==> config.mk <==
export PLATFORM = sky130hd
export DESIGN_NAME = pfsb_rmw
export DESIGN_NICKNAME = d
export VERILOG_FILES = /design/src/sv/pfsb_pkg.sv /design/src/sv/pfsb_rmw.sv
export SDC_FILE = /design/constraint.sdc
export NUM_CORES = 1
export LEC_CHECK = 0
export BUFFER_PORTS_ARGS = -buffer_cell sky130_fd_sc_hd__buf_2
export CAP_MARGIN = 20
export CELL_PAD_IN_SITES_DETAIL_PLACEMENT = 0
export CELL_PAD_IN_SITES_GLOBAL_PLACEMENT = 1
export CORE_UTILIZATION = 44
export CTS_CLUSTER_SIZE = 8
export DETAILED_ROUTE_END_ITERATION = 16
export GPL_ROUTABILITY_DRIVEN = 0
export PLACE_DENSITY = 0.79
export SLEW_MARGIN = 20
export SYNTH_ARGS = -nofsm -noshare
export SYNTH_HDL_FRONTEND = slang
export SYNTH_SLANG_ARGS = --single-unit
==> constraint.sdc <==
create_clock -name clk -period 6.2 [get_ports clk]
set_clock_uncertainty 0.2 [all_clocks]
set_input_delay 1.24 -clock clk [delete_from_list [all_inputs] [get_ports clk]]
set_output_delay 1.24 -clock clk [all_outputs]
set_load 0.1 [all_outputs]
==> src/sv/pfsb_pkg.sv <==
// Shared types, codes and the pixel merge function for the sprite blitter.
// No dependencies; every other file of the block but pfsb_ram uses this package.
package pfsb_pkg;

	localparam int SCREEN_COLUMNS_DEF = 128;
	localparam int SCREEN_ROWS_DEF    = 64;

	typedef enum logic [1:0] {
		MODE_START,
		MODE_DATA,
		MODE_READ,
		MODE_NONE
	} mode_t;

	typedef enum logic [1:0] {
		BLEND_OVER,
		BLEND_MASKED,
		BLEND_OR,
		BLEND_ERASE
	} blend_t;

	// One decoded item handed from the sprite context to the RMW pipeline.
	typedef struct packed {
		logic               is_read;
		logic signed [9:0]  col;
		logic signed [6:0]  base;
		logic [2:0]         off;
		logic [7:0]         pix;
		logic [7:0]         msk;
		blend_t             blend;
		logic [9:0]         rd_addr;
	} item_t;

	function automatic logic [7:0] merge(blend_t b, logic [7:0] d, logic [7:0] p,
		logic [7:0] m);
		logic [7:0] r;
		unique case (b)
			BLEND_OVER:   r = (d & ~m) | p;
			BLEND_MASKED: r = (d & ~m) | p;
			BLEND_OR:     r = d | p;
			BLEND_ERASE:  r = d & ~p;
		endcase
		return r;
	endfunction

endpackage

==> src/sv/pfsb_rmw.sv <==
// Read-modify-write pipeline around the frame RAM: issue stage, merge stage with
// write forwarding, clearing pass after reset and the result register. Uses pfsb_pkg.
module pfsb_rmw #(
	parameter int SCREEN_COLUMNS = pfsb_pkg::SCREEN_COLUMNS_DEF,
	parameter int SCREEN_ROWS    = pfsb_pkg::SCREEN_ROWS_DEF,
	localparam int PAGES  = SCREEN_ROWS / 8,
	localparam int STORE  = SCREEN_COLUMNS * PAGES,
	localparam int AW     = $clog2(STORE)
) (
	input  logic              clk,
	input  logic              arst_n,
	input  logic              item_valid,
	input  pfsb_pkg::item_t   item,
	output logic              ready,
	output logic [AW-1:0]     ram_raddr,
	input  logic [7:0]        ram_rdata,
	output logic              ram_we,
	output logic [AW-1:0]     ram_waddr,
	output logic [7:0]        ram_wdata,
	output logic              out_valid,
	input  logic              out_ready,
	output logic [7:0]        out_data
);

	// issue stage
	logic             s1_valid_q;
	logic             s1_phase_q;
	pfsb_pkg::item_t  s1_item_q;

	// merge stage
	logic             s2_wr_q, s2_rd_q;
	logic [AW-1:0]    s2_addr_q;
	logic [7:0]       s2_p_q, s2_m_q;
	pfsb_pkg::blend_t s2_blend_q;
	logic             s2_oob_q;

	// last write, for a read issued in the same cycle as that write
	logic             fw_valid_q;
	logic [AW-1:0]    fw_addr_q;
	logic [7:0]       fw_data_q;

	logic             clr_q;
	logic [AW-1:0]    clr_addr_q;

	logic             out_valid_q;
	logic [7:0]       out_data_q;

	logic signed [6:0] page_c;
	logic              in_range;
	logic [15:0]       p16, m16;
	logic [7:0]        op_p, op_m;
	logic [AW:0]       lin_c;
	logic              draw_last, read_go, s1_done, issue_draw, issue_read, rd_oob;
	logic [7:0]        cur_d, new_d;

	always_comb begin
		page_c   = s1_phase_q ? (s1_item_q.base + 7'sd1) : s1_item_q.base;
		in_range = !s1_item_q.col[9]
			&& (s1_item_q.col < $signed(11'(SCREEN_COLUMNS)))
			&& !page_c[6] && ({1'b0, page_c} < $signed(8'(PAGES)));
		p16 = 16'(s1_item_q.pix) << s1_item_q.off;
		m16 = ((s1_item_q.blend == pfsb_pkg::BLEND_OVER) ? 16'h00FF
			: 16'(s1_item_q.msk)) << s1_item_q.off;
		op_p = s1_phase_q ? p16[15:8] : p16[7:0];
		op_m = s1_phase_q ? m16[15:8] : m16[7:0];
		lin_c = (AW+1)'(page_c[5:0]) * (AW+1)'(SCREEN_COLUMNS)
			+ (AW+1)'(s1_item_q.col[8:0]);
		rd_oob = ({22'd0, s1_item_q.rd_addr} >= 32'(STORE));

		draw_last  = (s1_item_q.off == 3'd0) || s1_phase_q;
		// a read may start only if the result register is free when it lands
		read_go    = !s2_rd_q && (!out_valid_q || out_ready);
		s1_done    = s1_valid_q && (s1_item_q.is_read ? read_go : draw_last);
		issue_draw = s1_valid_q && !s1_item_q.is_read && in_range;
		issue_read = s1_valid_q && s1_item_q.is_read && read_go;
		ready      = !clr_q && (!s1_valid_q || s1_done);
		ram_raddr  = s1_item_q.is_read ? AW'(s1_item_q.rd_addr) : lin_c[AW-1:0];

		cur_d = (fw_valid_q && (fw_addr_q == s2_addr_q)) ? fw_data_q : ram_rdata;
		new_d = pfsb_pkg::merge(s2_blend_q, cur_d, s2_p_q, s2_m_q);

		ram_we    = clr_q || s2_wr_q;
		ram_waddr = clr_q ? clr_addr_q : s2_addr_q;
		ram_wdata = clr_q ? 8'd0 : new_d;

		out_valid = out_valid_q;
		out_data  = out_data_q;
	end

	always_ff @(posedge clk or negedge arst_n) begin
		if (!arst_n) begin
			s1_valid_q  <= 1'b0;
			s1_phase_q  <= 1'b0;
			s2_wr_q     <= 1'b0;
			s2_rd_q     <= 1'b0;
			s2_blend_q  <= pfsb_pkg::BLEND_OVER;
			fw_valid_q  <= 1'b0;
			clr_q       <= 1'b1;
			clr_addr_q  <= '0;
			out_valid_q <= 1'b0;
		end else begin
			if (ready && item_valid) begin
				s1_valid_q <= 1'b1;
				s1_phase_q <= 1'b0;
			end else if (s1_done) begin
				s1_valid_q <= 1'b0;
			end else if (s1_valid_q && !s1_item_q.is_read) begin
				s1_phase_q <= 1'b1;
			end
			s2_wr_q    <= issue_draw;
			s2_rd_q    <= issue_read;
			if (issue_draw) begin
				s2_blend_q <= s1_item_q.blend;
			end
			fw_valid_q <= s2_wr_q;
			if (clr_q) begin
				clr_addr_q <= clr_addr_q + 1'b1;
				if (clr_addr_q == AW'(STORE - 1)) begin
					clr_q <= 1'b0;
				end
			end
			if (s2_rd_q) begin
				out_valid_q <= 1'b1;
			end else if (out_ready) begin
				out_valid_q <= 1'b0;
			end
		end
	end

	always_ff @(posedge clk) begin
		if (ready && item_valid) begin
			s1_item_q <= item;
		end
		s2_addr_q  <= ram_raddr;
		s2_p_q     <= op_p;
		s2_m_q     <= op_m;
		s2_oob_q   <= rd_oob;
		fw_addr_q  <= s2_addr_q;
		fw_data_q  <= new_d;
		if (s2_rd_q) begin
			out_data_q <= s2_oob_q ? 8'd0 : cur_d;
		end
	end

endmodule

==> flow_summary.ini <==
[final_layout]
nFillCells = 952
syn_to_final_growth_pct = 23.89
drive_gt1_share_pct = 34.31
finalNetCount = 565
antenna_cells = 0

[critical_path]
regToRegStartpoint = s1_item_q[28]
endpoint_kind = output port
worstSetupStartpoint = s1_phase_q
reg2reg_slack_ns = 3.25
rr_worst_depth = 5
cp.required_ns = 4.76
cp-start-kind = flop
cp_data_arrival_time_ns = 2.93
path_max_fanout = 22
critical_path_class = reg -> out
worstReg2RegEnd = s1_item_q[27]

[pwr]
leakagePower_uw = 0.002627
cellPowerDensity_nw_per_um2 = 559.1
ir_drop_mv = 0.3684

[synth]
synth.largest_area_cell = edfxtp_1
syn_area_um2 = 5007
synth_edf_count = 57
ys_ff_latch = 120
ys_types = 44
synth_area_leaders = edfxtp_1 34%, dfxtp_1 18%, dfrtp_1 9.0%, mux2_2 7.2%, mux2i_1 4.4%
syn-instance-count = 398
async_flop_share_pct = 15.83
synth.most_common_cell = edfxtp_1
syn_nets = 463
synth_top_area_share_pct = 34.18
syn_area_per_cell_um2 = 12.58
synth_ff_type = edfxtp_1
ys_seq_area_share_pct = 61.29
yosys_warnings = 0
synth_common_cells = 57 x edfxtp_1, 44 x dfxtp_1, 39 x nand2_1, 32 x mux2_2, 22 x mux2i_1

[detailed_routing]
ant_nets = 0
drt_first_pass_iters = 4
finalWirelength_mm = 9.692
vias = 3287
drc = 0
vias_per_cell = 5.034
drtIter0Drc = 89
wire_per_inst_um = 14.84

[clock_network]
clock-root-buffer = clkbuf_16
cts_buffer_depth = 2
cts_tree = yes
clk_pin_slew_ns = 0.05
cts_sinks = 120
cts_setup_buffers = 0
h-tree-depth = 4
worstSkewPairLatency_ns = 0.40
cts_buffers = 17
holdBufCountCts = 0
cts_resized = 0

[floorplanning]
initial_core_util_pct = 45.59
die_w_um = 108.7
io_pins = 100
rows = 38
die_y_um = 108.7
core_area_um2 = 10980
dieArea_um2 = 11810

[sta]
slew_headroom_pct = 37.14
rsz0062_at_grt = false
finalMaxSlewViolations = 0
fin_crit_ns = 4.373
fmax_ghz = 0.2287
hold_viol = 0
setup_ws_ns = 1.827
worst_slew_pin_slew_ns = 0.9428
post-route-period-util_pct = 70.53
finalSetupViolations = 0
fin_setup_tns_ns = 0

[global_route]
grt_pass1_vias = 3182
grtUsageTotal_pct = 17.85
grt.overflow.total = 0
grt_max_degree = 52
grt_pass1_wl_mm = 15.80
antenna_found_initial = 0

[job]
cap_violations = 0

[min_path]
whs_endpoint = fw_valid_q
hp-start = s2_wr_q
holdPathStages = 0
hold_path_class = reg -> reg

[placed_design]
post-place-ws_ns = 2.237
port_buffers = 99
hpwl_mm = 7.001

[run_status]
status = finished, final reports clean
==> worst max-delay path by stage <==
stage | end | slack [ns] | cells after the start
3_3_place_gp | ram_raddr[9] | 2.29 | 6
6_report | ram_raddr[9] | 1.83 | 6
3_5_place_dp | ram_raddr[9] | 2.24 | 6
5_1_grt | ram_raddr[9] | 1.61 | 6
2_1_floorplan | s1_valid_q | 0.23 | 5
4_1_cts | ram_raddr[9] | 1.80 | 6
==> report_power, final <==
group / internal, uW / leakage [uW] / switching [uW]
Combinational: 316 / 0.00117 / 976
Sequential: 1060 / 0.00117 / 161
Clock: 620 / 0.000289 / 331
Total: 2000 / 0.00263 / 1470
==> logic make-up (layout without fill, tap and decap cells) <==
kind of cell / count (synthesis) / count (layout) / synth area share [%]
multiplexers: 54 / 54 / 11.59
AND/OR/NAND/NOR: 100 / 100 / 9.720
AO/OA/AOI/OAI: 67 / 67 / 9.970
flip-flops: 120 / 120 / 61.29
XOR/XNOR: 22 / 22 / 3.848
adder cells (fa/ha/maj): 4 / 4 / 1.150
buffers and inverters: 31 / 146 / 2.424
==> cell usage in the layout (no fill, tap or decap), types with 3 or more instances in the layout <==
cell       Yosys  layout
clkbuf_1      10       5
edfxtp_1      57      57
dfxtp_1       44      44
buf_2          4      99
o22ai_1        7       7
o31ai_1        8       8
xnor2_1       18      18
ha_1           3       3
dfrtp_1       18      18
nand4_1        7       7
a22o_1         3       3
nand3_1        6       6
clkinv_2       0       3
or3_1          3       3
o21ai_0       19      19
nand2_1       39      39
or2_2          5       5
nor2_1        17      17
nor2b_1        9       9
a21oi_1       10      10
mux2i_1       22      22
nor3_1         6       6
inv_1         14      14
clkbuf_16      0      19
xor2_1         4       4
mux2_2        32      32
o41ai_2        8       8
==> critical path: stages (launching register included) <==
cell and delay (ns):
dfrtp_1 0.74, mux2_2 0.42, fa_1 0.41, xnor2_1 0.19, xnor2_1 0.09, o21ai_0 0.20
buf_2 0.48
==> layout make-up <==
class                           count  area, um^2  share of cell area [%]
Sequential cell                   120        3069                   49.48
Tap cell                          140       175.2                   2.824
Timing Repair Buffer              100       503.0                   8.108
Multi-Input combinational cell    247        1822                   29.37
Clock inverter                      6       60.06                  0.9681
Inverter                           14       52.55                  0.8471
Clock buffer                       26       521.8                   8.411
==> through the flow <==
stage	cells	power [uW]	util, %	hold slack (ns)	area (um^2)
after floorplan	398	2313	-	0.1461	5007
after global placement	621	2521	51.18	0.1506	5622
after detailed placement	621	2539	51.18	0.1555	5622
after CTS	653	3496	56.48	0.1680	6203
after global routing	653	3624	56.48	0.1805	6203
final	653	3468	56.48	0.1668	6203
==> state kept, by name, indices dropped and copies added, names as in the netlist <==
| signal | cells |
|---|---|
| clr_addr_q | 10 |
| clr_q | 1 |
| fw_addr_q | 10 |
| fw_data_q | 8 |
| fw_valid_q | 1 |
| out_data | 8 |
| out_valid | 1 |
| s1_item_q | 49 |
| s1_phase_q | 1 |
| s1_valid_q | 1 |
| s2_addr_q | 10 |
| s2_blend_q | 2 |
| s2_m_q | 8 |
| s2_p_q | 8 |
| s2_rd_q | 1 |
| s2_wr_q | 1 |
==> per-layer routing <==
layer  track usage (%)  share of wire, %
met2             26.63                46
met5                 0                 0
met3             5.977               4.4
met1             24.43                49
met4             5.888              0.88
Power figures use the tool's default switching activity.
