## config.mk

```make
export PLATFORM = sky130hd
export DESIGN_NAME = pfsb_ctx
export DESIGN_NICKNAME = d
export VERILOG_FILES = /design/src/sv/pfsb_pkg.sv /design/src/sv/pfsb_ctx.sv
export SDC_FILE = /design/constraint.sdc
export NUM_CORES = 1
export LEC_CHECK = 0
export ABC_AREA = 1
export ABC_CLOCK_PERIOD_IN_PS = 4400
export BUFFER_PORTS_ARGS = -buffer_cell sky130_fd_sc_hd__buf_4
export CAP_MARGIN = 25
export CORE_MARGIN = 5
export CORE_UTILIZATION = 45
export DETAILED_ROUTE_END_ITERATION = 7
export MAX_ROUTING_LAYER = met4
export PLACE_DENSITY = 0.73
export SLEW_MARGIN = 20
export SYNTH_ARGS = -nofsm -noshare
export SYNTH_HDL_FRONTEND = slang
export SYNTH_SLANG_ARGS = --single-unit
```

## constraint.sdc

```tcl
create_clock -name clk -period 4.4 [get_ports clk]
set_clock_uncertainty 0.15 [all_clocks]
set_input_delay 0.88 -clock clk [delete_from_list [all_inputs] [get_ports clk]]
set_output_delay 0.88 -clock clk [all_outputs]
set_load 0.02 [all_outputs]
```

## src/sv/pfsb_pkg.sv

```systemverilog
// Shared types, codes and the pixel merge function for the sprite blitter.
// No dependencies; every other file of the block but pfsb_ram uses this package.
package pfsb_pkg;

	localparam int SCREEN_COLUMNS_DEF = 128;
	localparam int SCREEN_ROWS_DEF    = 64;

	typedef enum logic [1:0] {
		MODE_START,
		MODE_DATA,
		MODE_READ,
		MODE_NONE
	} mode_t;

	typedef enum logic [1:0] {
		BLEND_OVER,
		BLEND_MASKED,
		BLEND_OR,
		BLEND_ERASE
	} blend_t;

	// One decoded item handed from the sprite context to the RMW pipeline.
	typedef struct packed {
		logic               is_read;
		logic signed [9:0]  col;
		logic signed [6:0]  base;
		logic [2:0]         off;
		logic [7:0]         pix;
		logic [7:0]         msk;
		blend_t             blend;
		logic [9:0]         rd_addr;
	} item_t;

	function automatic logic [7:0] merge(blend_t b, logic [7:0] d, logic [7:0] p,
		logic [7:0] m);
		logic [7:0] r;
		unique case (b)
			BLEND_OVER:   r = (d & ~m) | p;
			BLEND_MASKED: r = (d & ~m) | p;
			BLEND_OR:     r = d | p;
			BLEND_ERASE:  r = d & ~p;
		endcase
		return r;
	endfunction

endpackage

```

## src/sv/pfsb_ctx.sv

```systemverilog
// Sprite context: latched start parameters, column/page cursors and item decode.
// Depends on pfsb_pkg.
module pfsb_ctx #(
	parameter int SCREEN_COLUMNS = pfsb_pkg::SCREEN_COLUMNS_DEF,
	parameter int SCREEN_ROWS    = pfsb_pkg::SCREEN_ROWS_DEF
) (
	input  logic                clk,
	input  logic                arst_n,
	input  logic                accept,
	input  pfsb_pkg::mode_t     mode,
	input  logic signed [8:0]   pos_x,
	input  logic signed [8:0]   pos_y,
	input  logic [6:0]          sprite_width,
	input  logic [6:0]          sprite_height,
	input  pfsb_pkg::blend_t    blend_select,
	input  logic [7:0]          pixel_byte,
	input  logic [7:0]          mask_byte,
	input  logic [9:0]          read_address,
	output logic                item_valid,
	output pfsb_pkg::item_t     item
);

	logic signed [8:0]  origin_x_q, origin_y_q;
	logic [6:0]         extent_w_q, extent_h_q;
	pfsb_pkg::blend_t   blend_q;
	logic [6:0]         col_cur_q;
	logic [3:0]         page_cur_q;

	logic signed [9:0]  col_c, row_c;
	logic signed [10:0] x_end, y_end, ox_ext, oy_ext;
	logic               live, visible;
	logic [4:0]         pages_c;
	logic               data_go;

	always_comb begin
		col_c   = {origin_x_q[8], origin_x_q} + {3'b000, col_cur_q};
		row_c   = {origin_y_q[8], origin_y_q} + {3'b000, page_cur_q, 3'b000};
		ox_ext  = {{2{origin_x_q[8]}}, origin_x_q};
		oy_ext  = {{2{origin_y_q[8]}}, origin_y_q};
		x_end   = ox_ext + {4'b0000, extent_w_q};
		y_end   = oy_ext + {4'b0000, extent_h_q};
		visible = !x_end[10] && !y_end[10]
			&& !(ox_ext > $signed(11'(SCREEN_COLUMNS - 1)))
			&& !(oy_ext > $signed(11'(SCREEN_ROWS - 1)));
		live    = (extent_w_q != 7'd0) && (extent_h_q != 7'd0);
		pages_c = 5'((8'(extent_h_q) + 8'd7) >> 3);
		data_go = accept && (mode == pfsb_pkg::MODE_DATA) && live;

		item_valid    = accept && ((mode == pfsb_pkg::MODE_READ)
			|| ((mode == pfsb_pkg::MODE_DATA) && live && visible));
		item.is_read  = (mode == pfsb_pkg::MODE_READ);
		item.col      = col_c;
		item.base     = row_c[9:3];
		item.off      = row_c[2:0];
		item.pix      = pixel_byte;
		item.msk      = mask_byte;
		item.blend    = blend_q;
		item.rd_addr  = read_address;
	end

	always_ff @(posedge clk or negedge arst_n) begin
		if (!arst_n) begin
			origin_x_q <= '0;
			origin_y_q <= '0;
			extent_w_q <= '0;
			extent_h_q <= '0;
			blend_q    <= pfsb_pkg::BLEND_OVER;
			col_cur_q  <= '0;
			page_cur_q <= '0;
		end else if (accept && (mode == pfsb_pkg::MODE_START)) begin
			origin_x_q <= pos_x;
			origin_y_q <= pos_y;
			extent_w_q <= sprite_width;
			extent_h_q <= sprite_height;
			blend_q    <= blend_select;
			col_cur_q  <= '0;
			page_cur_q <= '0;
		end else if (data_go) begin
			// advance column, wrap to next page, wrap pages back to the top
			if ((8'(col_cur_q) + 8'd1) >= {1'b0, extent_w_q}) begin
				col_cur_q <= '0;
				if ((5'(page_cur_q) + 5'd1) >= pages_c) begin
					page_cur_q <= '0;
				end else begin
					page_cur_q <= page_cur_q + 4'd1;
				end
			end else begin
				col_cur_q <= col_cur_q + 7'd1;
			end
		end
	end

endmodule

```

==> results.toml, run 1 <==
[worst_hold_path]
hold_depth = 2
holdPathEnd = "blend_q[1]$_DFFE_PN0P_"
min_from = "blend_q[1]$_DFFE_PN0P_"
hold_class = "reg -> reg"

[worst_setup_path]
critical_path_class = "reg -> out"
worst_setup_path_start_kind = "register"
crit_slowest_cell = "dfrtp_1"
worstPathMaxFanout = 5
crit_chain = "ha_1, inv_1, fa_1, o21ai_0, nand4_1, o211ai_1, xor2_1, buf_4"
slowest_delay_ps = 420
cp.arrival_ps = 2290
r2r_cells = 13
endpoint_kind = "output pin"
rr_startpoint = "col_cur_q[0]$_DFFE_PN0P_"
rrSetupSlack_ps = 1950
crit_required_ps = 3370
regToRegEndpoint = "page_cur_q[0]$_DFFE_PN0P_"

[grt]
grt_pass1_vias = 2925
grt_max_degree = 50
overflow = 0
grt_pass1_wl_um = 13700
grt_antenna_before_repair = 0
grt_usage_pct = 17.7

[yosys]
synthTopCellsByArea = "dfrtp_1 33%, nand2_1 16%, ha_1 13%, buf_4 6.3%, inv_1 5.0%"
synth_compound_area_share_pct = 7.73
yosysUniqueCellTypes = 34
synth_warnings = 0
syn_area_um2 = 3450
synth_cells = 454
yosysSeqAreaShare_pct = 32.7
synth_top_area_cell = "dfrtp_1"
syn_area_per_cell_um2 = 7.59
ys.flop_type = "dfrtp_1"
async_reset_ff_share_pct = 100
yosys.area_share.simple_pct = 27.9
yosysTopAreaCellShare_pct = 32.7
synth_edf_count = 0
synthMuxAreaShare_pct = 0
synth-seq-cells = 45
synth_top_family_by_area = "simple AND/OR/NAND/NOR gates"
synth_xor_area_share_pct = 4.57
syn-num-nets = 558
synth_fa_ha_area_share_pct = 14.6

[outcome]
outcome = "complete, no violations"

[clock_network]
clkSlewWorstSetupHoldPaths_ps = 100
cts_setup_buffers = 0
cts_tree = "done"
cts_max_level = 2
clock_path_buffers = 2
cts_buffers = 5
clock_sinks = 45
clockRootBuffer = "clkbuf_8"
cts_resized = 0
ctsHoldBuffers = 0
clkLatencyLatePin_ps = 310

[floorplan]
core-area_um2 = 7610
die_h_um = 97.5
io_pins = 115
die_w_um = 97.5
dieArea_um2 = 9510
initial_core_util_pct = 45.3
row_count = 32

[placed_design]
dpl.hpwl_um = 6200
numPortBuffers = 62
pre_cts_ws_ps = 1420
place.gp.congestion = 0.943
placed_area_um2 = 3790

[drt]
avgViaCountPerCell = 5.02
first_pass_iters = 4
routed_wirelength_um = 7850
ant_nets = 0
drc = 0
drt-initial-drc-count = 134
dr_total_vias = 2955
wl_per_cell_um = 13.3

[timing]
rsz0062_at_grt = "no"
worst_slack_ps = 1080
hold_viol = 0
worst_slew_pin_slew_ps = 578
final.period_utilization_pct = 75.3
fmax_mhz = 302
finalSetupViolCount = 0
slew_headroom_pct = 61.5
min_period_ps = 3320
drv_slew = 0
fin_setup_tns_ps = 0

[cells_and_area]
fillers = 764
finish.net_count = 590
final_common_cell = "nand2_1"
utilization_pct = 51.0
seqCellArea_um2 = 1130
area_delta_synth_final_pct = 12.6
multi_input_area_um2 = 1890
final_cell_mix = "148 x nand2_1, 63 x buf_4, 46 x inv_1"
design_area_um2 = 3880
final_layout_size_suffix_gt1_share_pct = 17.5
num_antenna_cells = 0

[power]
power_density_nw_per_um2 = 484
p_leak_nw = 2.15
irDropWorstVdd_mv = 0.161

[flow_run]
drv_cap = 0
power breakdown:
part           internal [mW]  switching (mW)  total (mW)
combinational          0.414           0.590        1.00
clock                  0.113           0.153       0.266
sequential             0.497           0.113       0.609
total                   1.02           0.856        1.88
logic make-up (layout without fill, tap and decap cells):
group | count (synthesis) | after routing
adder cells (fa/ha/maj) | 39 | 39
buffers and inverters | 85 | 118
AO/OA/AOI/OAI | 49 | 49
XOR/XNOR | 18 | 18
flip-flops | 45 | 45
AND/OR/NAND/NOR | 218 | 218
stage by stage:
stage               cells  power, mW  hold slack (ps)
detailed placement    581       1.61              321
floorplan             454       1.31              315
global placement      581       1.59              318
CTS                   589       1.89              350
global route          589       2.05              392
finish                589       1.88              353
routing by layer:
| metal | GRT usage (%) | vias up | part of all wire, % |
|---|---|---|---|
| li1 | - | 1494 | - |
| met5 | - | - | 0 |
| met4 | 7.03 | 0 | 2.7 |
| met3 | 3.59 | 19 | 6.2 |
| met2 | 26.3 | 108 | 44 |
| met1 | 23.6 | 1334 | 47 |
area by class of cell:
cell class / count / area share [%]
multi-input cells: 324 / 48.7
well taps: 102 / 3.29
clock inverters: 3 / 0.548
clock buffers: 5 / 1.77
repair buffers: 63 / 12.2
inverters: 47 / 4.54
flip-flops and latches: 45 / 29.0
worst max-delay path: cells and delay by family, from the launching register on:
family | cells | cell delay, ps
buffers and inverters | 2 | 220
AO/OA/AOI/OAI | 2 | 440
XOR/XNOR | 1 | 160
flip-flops | 1 | 420
AND/OR/NAND/NOR | 1 | 130
adder cells (fa/ha/maj) | 2 | 610
state kept, by name, summed over array words and instances (netlist names):
name and cells:
extent_w_q 7, blend_q 2, origin_x_q 9, origin_y_q 9
extent_h_q 7, col_cur_q 7, page_cur_q 4
worst max-delay path by stage:
stage | start | end | slack (ps) | cells after the start
6_report | col_cur_q[0]$_DFFE_PN0P_ | item[46] | 1080 | 8
5_1_grt | col_cur_q[0]$_DFFE_PN0P_ | item[46] | 950 | 8
4_1_cts | col_cur_q[0]$_DFFE_PN0P_ | item[46] | 1090 | 8
3_5_place_dp | col_cur_q[0]$_DFFE_PN0P_ | item[46] | 1420 | 8
3_3_place_gp | col_cur_q[0]$_DFFE_PN0P_ | item[46] | 1520 | 8
2_1_floorplan | col_cur_q[0]$_DFFE_PN0P_ | item[46] | 1520 | 7
synthesized netlist by cell type (3+ instances only):
cell type / n
a21oi_1: 19
buf_2: 3
buf_4: 29
clkbuf_1: 6
dfrtp_1: 45
ha_1: 37
inv_1: 46
nand2_1: 148
nand2_2: 4
nand3_1: 16
nand4_1: 11
nor2_1: 21
nor2_4: 3
nor3_1: 5
o21ai_0: 19
xnor2_1: 5
xor2_1: 13
No activity file was read; power rests on OpenSTA's default activity.
==> inputs of run 2 (changes only) <==
--- a/config.mk
+++ b/config.mk
@@ -6,14 +6,14 @@
 export NUM_CORES = 1
 export LEC_CHECK = 0
 export ABC_AREA = 1
-export ABC_CLOCK_PERIOD_IN_PS = 4400
+export ABC_CLOCK_PERIOD_IN_PS = 3000
 export BUFFER_PORTS_ARGS = -buffer_cell sky130_fd_sc_hd__buf_4
 export CAP_MARGIN = 25
 export CORE_MARGIN = 5
 export CORE_UTILIZATION = 45
 export DETAILED_ROUTE_END_ITERATION = 7
 export MAX_ROUTING_LAYER = met4
-export PLACE_DENSITY = 0.73
+export PLACE_DENSITY = 0.75
 export SLEW_MARGIN = 20
 export SYNTH_ARGS = -nofsm -noshare
 export SYNTH_HDL_FRONTEND = slang
==> constraint.sdc (replaced) <==
create_clock -name clk -period 3 [get_ports clk]
set_clock_uncertainty 0.15 [all_clocks]
set_input_delay 0.6 -clock clk [delete_from_list [all_inputs] [get_ports clk]]
set_output_delay 0.6 -clock clk [all_outputs]
set_load 0.02 [all_outputs]
==> run 2 against run 1 <==
  * Cell count unchanged
  * Sequential power up 46%
  * Total power up 47%
  * Largest cell class unchanged
  * Hold slack worse by 210 ps
  * Wire length up 1.4%
  * Critical path type unchanged
  * Register-to-register slack worse by 1400 ps
  * Setup slack worse by 920 ps
  * Critical path depth unchanged
  * Sequential share of layout area down 0.084 points
  * Design area up 0.29%
  * Sequential cell count unchanged
==> results.toml, run 2 (synthesis results as in run 1) <==
[outcome]
outcome = "complete, no violations"

[flow_run]
drv_cap = 0

[clock_network]
clkSlewWorstSetupHoldPaths_ps = 80
clkLatencyLatePin_ps = 300
clock_path_buffers = 2
cts_max_level = 2
clock_sinks = 45
clockRootBuffer = "clkbuf_8"
cts_tree = "done"
ctsHoldBuffers = 0
cts_buffers = 5

[worst_setup_path]
cp.arrival_ps = 2080
crit_slowest_cell = "fa_1"
endpoint_kind = "output pin"
regToRegEndpoint = "page_cur_q[0]$_DFFE_PN0P_"
critical_path_class = "reg -> out"
rrSetupSlack_ps = 530
crit_chain = "ha_1, inv_1, fa_1, o21ai_2, nand4_1, o211ai_1, xor2_1, buf_4"
crit_required_ps = 2250
slowest_delay_ps = 430
worstPathMaxFanout = 5
r2r_cells = 11
rr_startpoint = "col_cur_q[3]$_DFFE_PN0P_"
worst_setup_path_start_kind = "register"

[grt]
grt_antenna_before_repair = 0
grt_pass1_wl_um = 13500
overflow = 0
grt_max_degree = 50
grt_pass1_vias = 2865
grt_usage_pct = 17.6

[drt]
first_pass_iters = 5
avgViaCountPerCell = 4.96
routed_wirelength_um = 7960
drc = 0
ant_nets = 0
wl_per_cell_um = 13.5
dr_total_vias = 2922
drt-initial-drc-count = 215

[timing]
finalSetupViolCount = 0
min_period_ps = 2830
fin_setup_tns_ps = 0
worst_slew_pin_slew_ps = 577
drv_slew = 0
hold_viol = 0
fmax_mhz = 353
hold_ws_ps = 146
rsz0062_at_grt = "no"
final.period_utilization_pct = 94.5
slew_headroom_pct = 61.6
worst_slack_ps = 166

[cells_and_area]
area_delta_synth_final_pct = 13.0
final_common_cell = "nand2_1"
top_regs = "origin_x_q x9, origin_y_q x9"
final_cell_mix = "148 x nand2_1, 64 x buf_4, 46 x inv_1"
num_antenna_cells = 0
final_layout_size_suffix_gt1_share_pct = 17.7
utilization_pct = 51.2
finish.net_count = 591

[floorplan]
dieArea_um2 = 9510
die_w_um = 97.5
die_h_um = 97.5
io_pins = 115
initial_core_util_pct = 45.3
core-area_um2 = 7610
row_count = 32

[placed_design]
numPortBuffers = 62
pre_cts_ws_ps = 321
place.gp.congestion = 0.877
dpl.hpwl_um = 6320

[power]
power_density_nw_per_um2 = 707
p_leak_nw = 2.15
irDropWorstVdd_mv = 0.231

[worst_hold_path]
hold_class = "in -> async"
run 2: cell types whose count changed in the layout (fill, tap and decap cells not counted), sizes merged:
cell | before | now
clkbuf | 5 | 6
inv | 48 | 47
clkinv | 1 | 0
buf | 63 | 64
run 2: what timing repair did:
action,4_1_cts,5_1_grt
gates resized for setup,0,2
endpoints found under the hold margin,0,0
endpoints found under the setup margin,0,1
buffers inserted,0,0
run 2: final cells by class:
| cell class | count | area [µm²] |
|---|---|---|
| clock inverter | 1 | 7.51 |
| clock buffer | 6 | 82.6 |
| inverter | 47 | 176 |
| multi-input combinational | 324 | 1890 |
| sequential | 45 | 1130 |
| tap | 102 | 128 |
| timing repair buffer | 64 | 480 |
| fill | 784 | 3710 |
run 2: how the worst max path moves through the flow:
stage | from | to | depth (start not counted)
global route | col_cur_q[0]$_DFFE_PN0P_ | item[46] | 8
floorplan | col_cur_q[0]$_DFFE_PN0P_ | item[46] | 7
CTS | col_cur_q[0]$_DFFE_PN0P_ | item[46] | 8
finish | col_cur_q[0]$_DFFE_PN0P_ | item[46] | 8
detailed placement | col_cur_q[0]$_DFFE_PN0P_ | item[46] | 8
global placement | col_cur_q[0]$_DFFE_PN0P_ | item[46] | 8
run 2: routing by layer:
metal	routed length, µm	GRT usage, %
met3	383	2.66
met1	3880	24.8
met5	0	-
met4	110	5.11
met2	3580	26.5
run 2: where the power goes:
part | switching (mW) | total (mW) | internal, mW
sequential | 0.163 | 0.891 | 0.729
combinational | 0.867 | 1.47 | 0.608
clock | 0.205 | 0.387 | 0.182
run 2: critical path, delay by kind of cell (launching register included):
kind | cells | cell delay [ps]
xor gates and xnor gates | 1 | 160
and+or+nand+nor | 1 | 90
AOI/OAI and AO/OA | 2 | 300
buffers and inverters | 2 | 220
adders and majority gates | 2 | 620
DFF | 1 | 420
run 2: stage by stage:
| stage | instance area (µm²) | total power [mW] | cells |
|---|---|---|---|
| finish | 3890 | 2.75 | 589 |
| global route | 3890 | 3.00 | 589 |
| CTS | 3890 | 2.77 | 589 |
| detailed placement | 3800 | 2.38 | 582 |
| global placement | 3800 | 2.33 | 582 |
| floorplan | 3450 | 1.93 | 454 |
